[src/rtl/rtb_pkg.sv]
// Package for the RGB threshold bit packer.
// Holds register codes, reset values, widths and the item passed from front to back.
package rtb_pkg;

    localparam int CFG_DIM_W    = 13;
    localparam int CFG_THR_W    = 9;
    localparam int CFG_DATA_W   = 13;
    localparam int CFG_INDEX_W  = 2;
    localparam int PIX_W        = 8;
    localparam int SUM_W        = 15;
    localparam int LIM_W        = 16;
    localparam int FILL_W       = 3;
    localparam int QUEUE_DEPTH  = 4;

    localparam int DEF_MAX_WIDTH  = 4096;
    localparam int DEF_MAX_HEIGHT = 4096;

    localparam logic [CFG_DIM_W-1:0] RST_WIDTH  = 13'd1728;
    localparam logic [CFG_DIM_W-1:0] RST_HEIGHT = 13'd1;
    localparam logic [CFG_THR_W-1:0] RST_THR    = 9'd128;

    localparam logic [SUM_W-1:0] COEF_R  = 15'd30;
    localparam logic [SUM_W-1:0] COEF_G  = 15'd59;
    localparam logic [SUM_W-1:0] COEF_B  = 15'd11;
    localparam logic [LIM_W-1:0] THR_SCALE = 16'd100;

    typedef enum logic [CFG_INDEX_W-1:0] {
        CFG_IMAGE_WIDTH  = 2'd0,
        CFG_IMAGE_HEIGHT = 2'd1,
        CFG_THRESHOLD    = 2'd2,
        CFG_UNUSED       = 2'd3
    } t_cfg_index;

    typedef struct packed {
        logic              black;
        logic              emit;
        logic              row_end;
        logic              image_end;
        logic [FILL_W-1:0] fill;
    } t_item;

endpackage

[src/rtl/rtb_front.sv]
// Front part: configuration registers, gray-level threshold and raster position.
// Classifies each accepted pixel into an rtb_pkg::t_item; depends on rtb_pkg.
module rtb_front #(
    parameter int MAX_WIDTH  = rtb_pkg::DEF_MAX_WIDTH,
    parameter int MAX_HEIGHT = rtb_pkg::DEF_MAX_HEIGHT
) (
    input  logic                              i_clk,
    input  logic                              i_rst_n,
    input  logic                              i_cfg_we,
    input  logic [rtb_pkg::CFG_INDEX_W-1:0]   i_cfg_index,
    input  logic [rtb_pkg::CFG_DATA_W-1:0]    i_cfg_data,
    input  logic                              i_accept,
    input  logic [rtb_pkg::PIX_W-1:0]         i_red,
    input  logic [rtb_pkg::PIX_W-1:0]         i_green,
    input  logic [rtb_pkg::PIX_W-1:0]         i_blue,
    output rtb_pkg::t_item                    o_item
);
    import rtb_pkg::*;

    localparam int CW  = $clog2(MAX_WIDTH);
    localparam int RW  = ($clog2(MAX_HEIGHT) > 1) ? $clog2(MAX_HEIGHT) : 1;
    localparam int WCW = ($clog2(MAX_WIDTH + 1) > CFG_DIM_W) ? $clog2(MAX_WIDTH + 1) : CFG_DIM_W;
    localparam int HCW = ($clog2(MAX_HEIGHT + 1) > CFG_DIM_W) ? $clog2(MAX_HEIGHT + 1) : CFG_DIM_W;

    logic [CFG_DIM_W-1:0] r_width, r_height;
    logic [CFG_THR_W-1:0] r_thr;
    logic [CW-1:0]        r_col, n_col;
    logic [RW-1:0]        r_row, n_row;

    logic [WCW-1:0]   width_eff, next_col;
    logic [HCW-1:0]   height_eff, next_row;
    logic [SUM_W-1:0] sum;
    logic [LIM_W-1:0] lim;
    logic             row_done, image_done;

    always_ff @(posedge i_clk) begin
        if (!i_rst_n) begin
            r_width  <= RST_WIDTH;
            r_height <= RST_HEIGHT;
            r_thr    <= RST_THR;
        end else if (i_cfg_we) begin
            case (t_cfg_index'(i_cfg_index))
                CFG_IMAGE_WIDTH:  r_width  <= i_cfg_data;
                CFG_IMAGE_HEIGHT: r_height <= i_cfg_data;
                CFG_THRESHOLD:    r_thr    <= i_cfg_data[CFG_THR_W-1:0];
                default: ;
            endcase
        end
    end

    always_comb begin
        if (r_width == '0) begin
            width_eff = WCW'(1);
        end else if (WCW'(r_width) > WCW'(MAX_WIDTH)) begin
            width_eff = WCW'(MAX_WIDTH);
        end else begin
            width_eff = WCW'(r_width);
        end
        if (r_height == '0) begin
            height_eff = HCW'(1);
        end else if (HCW'(r_height) > HCW'(MAX_HEIGHT)) begin
            height_eff = HCW'(MAX_HEIGHT);
        end else begin
            height_eff = HCW'(r_height);
        end

        sum = COEF_R * SUM_W'(i_red) + COEF_G * SUM_W'(i_green) + COEF_B * SUM_W'(i_blue);
        lim = THR_SCALE * LIM_W'(r_thr);

        next_col   = WCW'(r_col) + WCW'(1);
        next_row   = HCW'(r_row) + HCW'(1);
        row_done   = next_col >= width_eff;
        image_done = row_done && (next_row >= height_eff);

        n_col = r_col;
        n_row = r_row;
        if (i_accept) begin
            if (row_done) begin
                n_col = '0;
                n_row = image_done ? '0 : RW'(next_row);
            end else begin
                n_col = CW'(next_col);
            end
        end

        o_item.black     = LIM_W'(sum) < lim;
        o_item.emit      = row_done || (r_col[FILL_W-1:0] == '1);
        o_item.row_end   = row_done;
        o_item.image_end = image_done;
        o_item.fill      = r_col[FILL_W-1:0];
    end

    always_ff @(posedge i_clk) begin
        if (!i_rst_n) begin
            r_col <= '0;
            r_row <= '0;
        end else begin
            r_col <= n_col;
            r_row <= n_row;
        end
    end

endmodule

[src/rtl/rtb_queue.sv]
// Short flop queue of classified items between front and back.
// Depends on rtb_pkg for the item type.
module rtb_queue #(
    parameter int DEPTH = rtb_pkg::QUEUE_DEPTH
) (
    input  logic           i_clk,
    input  logic           i_rst_n,
    input  logic           i_push,
    input  rtb_pkg::t_item i_item,
    input  logic           i_pop,
    output rtb_pkg::t_item o_item,
    output logic           o_empty,
    output logic           o_full
);
    import rtb_pkg::*;

    localparam int AW = (DEPTH > 2) ? $clog2(DEPTH) : 1;
    localparam int NW = $clog2(DEPTH + 1);

    t_item          r_mem [DEPTH];
    logic [AW-1:0]  r_wr, r_rd;
    logic [NW-1:0]  r_cnt;
    logic           push_ok, pop_ok;

    assign o_empty = r_cnt == '0;
    assign o_full  = r_cnt == NW'(DEPTH);
    assign push_ok = i_push && !o_full;
    assign pop_ok  = i_pop && !o_empty;
    assign o_item  = r_mem[r_rd];

    always_ff @(posedge i_clk) begin
        if (push_ok) begin
            r_mem[r_wr] <= i_item;
        end
    end

    always_ff @(posedge i_clk) begin
        if (!i_rst_n) begin
            r_wr  <= '0;
            r_rd  <= '0;
            r_cnt <= '0;
        end else begin
            if (push_ok) begin
                r_wr <= (r_wr == AW'(DEPTH - 1)) ? '0 : r_wr + AW'(1);
            end
            if (pop_ok) begin
                r_rd <= (r_rd == AW'(DEPTH - 1)) ? '0 : r_rd + AW'(1);
            end
            r_cnt <= r_cnt + NW'(push_ok) - NW'(pop_ok);
        end
    end

endmodule

[src/rtl/rtb_back.sv]
// Back part: shifts pixel bits into the byte and drives the output register.
// Depends on rtb_pkg for the item type.
module rtb_back (
    input  logic                      i_clk,
    input  logic                      i_rst_n,
    input  rtb_pkg::t_item            i_item,
    input  logic                      i_item_valid,
    output logic                      o_pop,
    output logic [rtb_pkg::PIX_W-1:0] o_packed_bits,
    output logic                      o_row_end,
    output logic                      o_image_end,
    output logic                      o_valid,
    input  logic                      i_stall
);
    import rtb_pkg::*;

    logic [PIX_W-1:0]  r_acc, acc_new;
    logic              r_valid, out_free;
    logic [FILL_W-1:0] shamt;

    assign out_free = !r_valid || !i_stall;
    assign o_pop    = i_item_valid && (!i_item.emit || out_free);
    assign acc_new  = {r_acc[PIX_W-2:0], i_item.black};
    assign shamt    = ~i_item.fill;
    assign o_valid  = r_valid;

    always_ff @(posedge i_clk) begin
        if (!i_rst_n) begin
            r_acc   <= '0;
            r_valid <= 1'b0;
        end else begin
            if (o_pop) begin
                r_acc <= i_item.emit ? '0 : acc_new;
            end
            if (o_pop && i_item.emit) begin
                r_valid <= 1'b1;
            end else if (!i_stall) begin
                r_valid <= 1'b0;
            end
        end
    end

    always_ff @(posedge i_clk) begin
        if (o_pop && i_item.emit) begin
            o_packed_bits <= acc_new << shamt;
            o_row_end     <= i_item.row_end;
            o_image_end   <= i_item.image_end;
        end
    end

endmodule

[src/rtl/rgb_threshold_bit_packer.sv]
// Top level of the RGB threshold bit packer: front, item queue and back.
// Depends on rtb_pkg, rtb_front, rtb_queue and rtb_back.
//
// Takes one RGB pixel per clock in raster order while o_stall is low and emits
// one byte per eight pixels of a row, zero-padding the last byte of a row that
// ends short of a byte; bytes are flagged with row_end and image_end. A pixel
// is black (1) when 30*R + 59*G + 11*B is below 100*threshold. Sustained rate
// is one pixel per cycle while the output is not stalled; a pixel is held in a
// queue entry, then in the registered byte of the back. A four-entry queue
// decouples input and output; o_stall rises only after output stalls fill it.
module rgb_threshold_bit_packer #(
    parameter int MAX_WIDTH  = rtb_pkg::DEF_MAX_WIDTH,
    parameter int MAX_HEIGHT = rtb_pkg::DEF_MAX_HEIGHT
) (
    input  logic                            i_clk,
    input  logic                            i_rst_n,
    input  logic                            i_cfg_we,
    input  logic [rtb_pkg::CFG_INDEX_W-1:0] i_cfg_index,
    input  logic [rtb_pkg::CFG_DATA_W-1:0]  i_cfg_data,
    input  logic                            i_valid,
    output logic                            o_stall,
    input  logic [rtb_pkg::PIX_W-1:0]       i_red,
    input  logic [rtb_pkg::PIX_W-1:0]       i_green,
    input  logic [rtb_pkg::PIX_W-1:0]       i_blue,
    output logic                            o_valid,
    input  logic                            i_stall,
    output logic [rtb_pkg::PIX_W-1:0]       o_packed_bits,
    output logic                            o_row_end,
    output logic                            o_image_end
);
    import rtb_pkg::*;

    t_item front_item, head_item;
    logic  accept, q_full, q_empty, pop;

    assign o_stall = q_full;
    assign accept  = i_valid && !q_full;

    rtb_front #(
        .MAX_WIDTH  (MAX_WIDTH),
        .MAX_HEIGHT (MAX_HEIGHT)
    ) u_front (
        .i_clk       (i_clk),
        .i_rst_n     (i_rst_n),
        .i_cfg_we    (i_cfg_we),
        .i_cfg_index (i_cfg_index),
        .i_cfg_data  (i_cfg_data),
        .i_accept    (accept),
        .i_red       (i_red),
        .i_green     (i_green),
        .i_blue      (i_blue),
        .o_item      (front_item)
    );

    rtb_queue #(
        .DEPTH (QUEUE_DEPTH)
    ) u_queue (
        .i_clk   (i_clk),
        .i_rst_n (i_rst_n),
        .i_push  (accept),
        .i_item  (front_item),
        .i_pop   (pop),
        .o_item  (head_item),
        .o_empty (q_empty),
        .o_full  (q_full)
    );

    rtb_back u_back (
        .i_clk         (i_clk),
        .i_rst_n       (i_rst_n),
        .i_item        (head_item),
        .i_item_valid  (!q_empty),
        .o_pop         (pop),
        .o_packed_bits (o_packed_bits),
        .o_row_end     (o_row_end),
        .o_image_end   (o_image_end),
        .o_valid       (o_valid),
        .i_stall       (i_stall)
    );

endmodule

[config.mk]
export PLATFORM = sky130hd
export DESIGN_NAME = rgb_threshold_bit_packer
export DESIGN_NICKNAME = d
export VERILOG_FILES = /design/src/rtl/rtb_pkg.sv /design/src/rtl/rtb_front.sv /design/src/rtl/rtb_queue.sv /design/src/rtl/rtb_back.sv /design/src/rtl/rgb_threshold_bit_packer.sv
export SDC_FILE = /design/constraint.sdc
export NUM_CORES = 1
export LEC_CHECK = 0
export BUFFER_PORTS_ARGS = -buffer_cell sky130_fd_sc_hd__buf_2
export CORE_MARGIN = 4
export CORE_UTILIZATION = 60
export DETAILED_ROUTE_END_ITERATION = 8
export PLACE_DENSITY_LB_ADDON = 0.08
export SLEW_MARGIN = 0
export SYNTH_ARGS = -nofsm -noshare
export SYNTH_HDL_FRONTEND = slang
export SYNTH_HIERARCHICAL = 1
export SYNTH_SLANG_ARGS = --single-unit
[constraint.sdc]
create_clock -name i_clk -period 10.29 [get_ports i_clk]
set_input_delay 2.058 -clock i_clk [delete_from_list [all_inputs] [get_ports i_clk]]
set_output_delay 2.058 -clock i_clk [all_outputs]
set_load 0.02 [all_outputs]
==> flow_summary_export.csv <==
group,metric,value,unit
worst_setup_path,endpoint_kind,"register",
synth,synth.most_common_cell,"inv_1",
synth,yosys_warnings,6,
grt,gr-total-overflow,0,
hold_path,worstHoldStart,"u_front/r_width[0]",
placement,routabilityCongestion,0.839,
clock_tree,cts_tree,"built",
power,leakagePower,5.16,nW
synth,synth-seq-cells,114,
timing,setup-tns-final,0,ns
routing,viasPerCell,5.33,
synth,synth.area.top_cells,"ha_1, dfxtp_1, fa_1",
synth,synth-edff-count,38,
grt,grt_max_degree,36,
worst_setup_path,critical_path_required,10.41,ns
routing,first_pass_iters,5,
floorplanning,core_area,0.0159,sq mm
worst_setup_path,critical_path_class,"input pin to register",
synth,synth_area,0.00970,sq mm
clock_tree,clock_sinks,114,
clock_tree,path_clk_slew,0.06,ns
clock_tree,cts_max_level,4,
floorplanning,num_rows,46,
power,p_int,1.99,mW
timing,slew_headroom,0.432,
worst_setup_path,cp-startpoint,"i_red[3]",
timing,rsz0062_at_grt,"no",
synth,ys_seq_area_frac,0.275,
synth,synth-main-ff-cell,"dfxtp_1",
routing,vias,6821,
timing,drv_slew,0,
cells_and_area,finalNetCount,1303,
placement,dp.final_hpwl,14000,um
placement,placed_cells,1247,
outcome,status,"completed",
power,ir_worst_vdd,0.558,mV
clock_tree,cts_root_buf,"clkbuf_16",
cells_and_area,syn_to_final_growth,10.3,%
synth,synth_cell_types,66,
cells_and_area,antenna-diode-count,0,
cells_and_area,fill_cells,1306,
synth,ys_top_cells_by_count,"inv_1, ha_1, nand2_1, dfxtp_1, fa_1",
cells_and_area,drive_gt1_frac,0.114,
clock_tree,post_cts_buffers,0,
routing,routed_wl,17800,um
routing,antenna_left,0,
floorplanning,io_pins,56,
floorplanning,die_h,135,um
routing,post-route-drc-count,0,
worst_setup_path,r2r-start,"u_front/r_thr[3]",
power,clkPwrFrac,0.171,
timing,skew,0.0126,ns
cells_and_area,final_cells,1279,
synth,avgSynthCellArea,9.65,sq um
timing,min_period,8.63,ns
grt,track_usage,0.211,
timing,finalHoldViolCount,0,
grt,grt_pass1_wl,31600,um
power,power.density,326,mW/mm^2
clock_tree,cts_resized,0,
floorplanning,dieWidth,135,um
floorplanning,die_area,0.0183,sq mm
worst_setup_path,crit_fanout,5,
clock_tree,postCtsHoldBufs,0,
routing,initialDrtViolationCount,310,
synth,syn_inst,1005,
grt,antenna_found_initial,0,
synth,async_flop_share,0,
power,power_frac_comb,0.659,
power,p_total,3.49,mW
clock_tree,cts_buffers,17,
timing,fin_crit_sh,0.838,
hold_path,hold_path.class,"register to register",
power,power_switching,1.50,mW
power,pwr-share-seq,0.170,
job,maxCapViolations,0,
clock_tree,clockBufferDepth,2,
worst_setup_path,start_kind,"input pin",
power,switching_share,0.430,
timing,setup_viol,0,
clock_tree,clkLatencyLatePin,0.41,ns
routing,wire_per_inst,13.9,um
timing,max_slew.worst_pin.slew,0.852,ns
synth,synth_nets,1258,
placement,port_buffers,55,
worst_setup_path,cp.arrival,8.74,ns
grt,grt_pass1_vias,6892,
synth,netlist.top_cell.by_area,"ha_1",
timing,fmax,116,MHz
synth,synth_top_area_share,0.181,
floorplanning,start_util,0.611,
==> kinds of logic after synthesis <==
logic type | Yosys count | synth area share
AOI/OAI and AO/OA | 155 | 0.107
xor gates and xnor gates | 47 | 0.0424
adders and majority gates | 209 | 0.323
buffers and inverters | 179 | 0.0746
DFF | 114 | 0.275
muxes | 31 | 0.0448
and+or+nand+nor | 270 | 0.133
==> critical path: stages <==
cell      delay (ns)
buf_2           0.12
inv_1           0.16
fa_1            0.46
fa_1            0.51
inv_1           0.04
ha_1            0.32
a21o_1          0.18
a21oi_1         0.22
xnor2_1         0.18
fa_1            0.46
fa_1            0.49
inv_1           0.05
fa_1            0.53
inv_1           0.05
ha_1            0.35
and3_1          0.20
a221o_1         0.37
o41ai_4         0.30
o21bai_1        0.14
xor2_1          0.16
ha_1            0.31
nand2_1         0.08
o21ai_0         0.08
o21a_1          0.17
o21a_1          0.17
o31ai_1         0.58
==> routing by layer <==
metal,wire length [um],global-route usage,vias up
met5,0,0,-
met2,8990,0.366,82
met4,210,0.0538,0
met1,8180,0.277,3232
li1,-,-,3494
met3,460,0.0338,13
==> worst paths after layout <==
check / endpoint / slack (ns) / depth (start not counted)
worst min-delay path: u_front/r_width[0] / 0.46 / 2
worst max-delay path: u_queue/r_mem[3][6] / 1.66 / 26
worst max register to register: u_queue/r_mem[3][6] / 5.70 / 18
worst min register to register: u_front/r_width[0] / 0.46 / 2
==> metrics by stage <==
| step | utilization | hold WS, ns | setup WS (ns) | area [sq um] |
|---|---|---|---|---|
| floorplan | - | 0.436 | 2.07 | 9700 |
| global placement | 0.635 | 0.453 | 1.33 | 10100 |
| detailed placement | 0.635 | 0.449 | 1.21 | 10100 |
| CTS | 0.673 | 0.459 | 1.63 | 10700 |
| global route | 0.673 | 0.498 | 1.22 | 10700 |
| finish | 0.673 | 0.458 | 1.66 | 10700 |
==> flip-flops by register name, indices dropped and copies added (netlist names), named ones only <==
| signal | count |
|---|---|
| u_front/r_thr | 9 |
| u_queue/r_cnt | 3 |
| u_back/r_acc | 7 |
| u_front/r_col | 12 |
| u_front/r_height | 13 |
| u_queue/r_rd | 2 |
| u_back/o_valid | 1 |
| u_back/o_row_end | 1 |
| u_back/o_image_end | 1 |
| u_queue/r_wr | 2 |
| u_front/r_row | 12 |
| u_queue/r_mem | 28 |
| u_back/o_packed_bits | 8 |
| u_front/r_width | 13 |
==> power by group through the flow <==
stage	clock [mW]	combinational (mW)	sequential, mW
after floorplan	0	1.89	0.604
after global placement	0	2.25	0.602
after detailed placement	0	2.31	0.604
after CTS	0.607	2.33	0.595
after global routing	0.626	2.68	0.601
final	0.596	2.30	0.594
==> final cells by class <==
cell class	count	area, sq um	share of cell area
Clock buffer	19	464	0.0434
Clock inverter	13	145	0.0136
Inverter	149	559	0.0523
Multi-Input combinational cell	712	6310	0.590
Sequential cell	114	2660	0.249
Tap cell	216	270	0.0253
Timing Repair Buffer	56	283	0.0264
==> cells in the final DEF (no fill, tap or decap), drive strengths merged, types with 5 or more instances in the layout <==
cell | synthesis | final
xor2 | 20 | 20
nand3 | 24 | 24
a21oi | 58 | 58
a31oi | 5 | 5
o21ai | 24 | 24
ha | 140 | 140
and3 | 13 | 13
and2 | 8 | 8
mux2 | 7 | 7
edfxtp | 38 | 38
nor4 | 9 | 9
o211ai | 5 | 5
dfxtp | 76 | 76
nand2b | 8 | 8
nor2 | 44 | 44
buf | 15 | 56
nand2 | 118 | 118
mux2i | 16 | 16
fa | 69 | 69
xnor2 | 27 | 27
nor2b | 13 | 13
clkbuf | 15 | 19
mux4 | 8 | 8
nor3 | 13 | 13
a21o | 11 | 11
a22o | 26 | 26
inv | 149 | 155
Note: power is estimated with default switching activity, not from simulation.
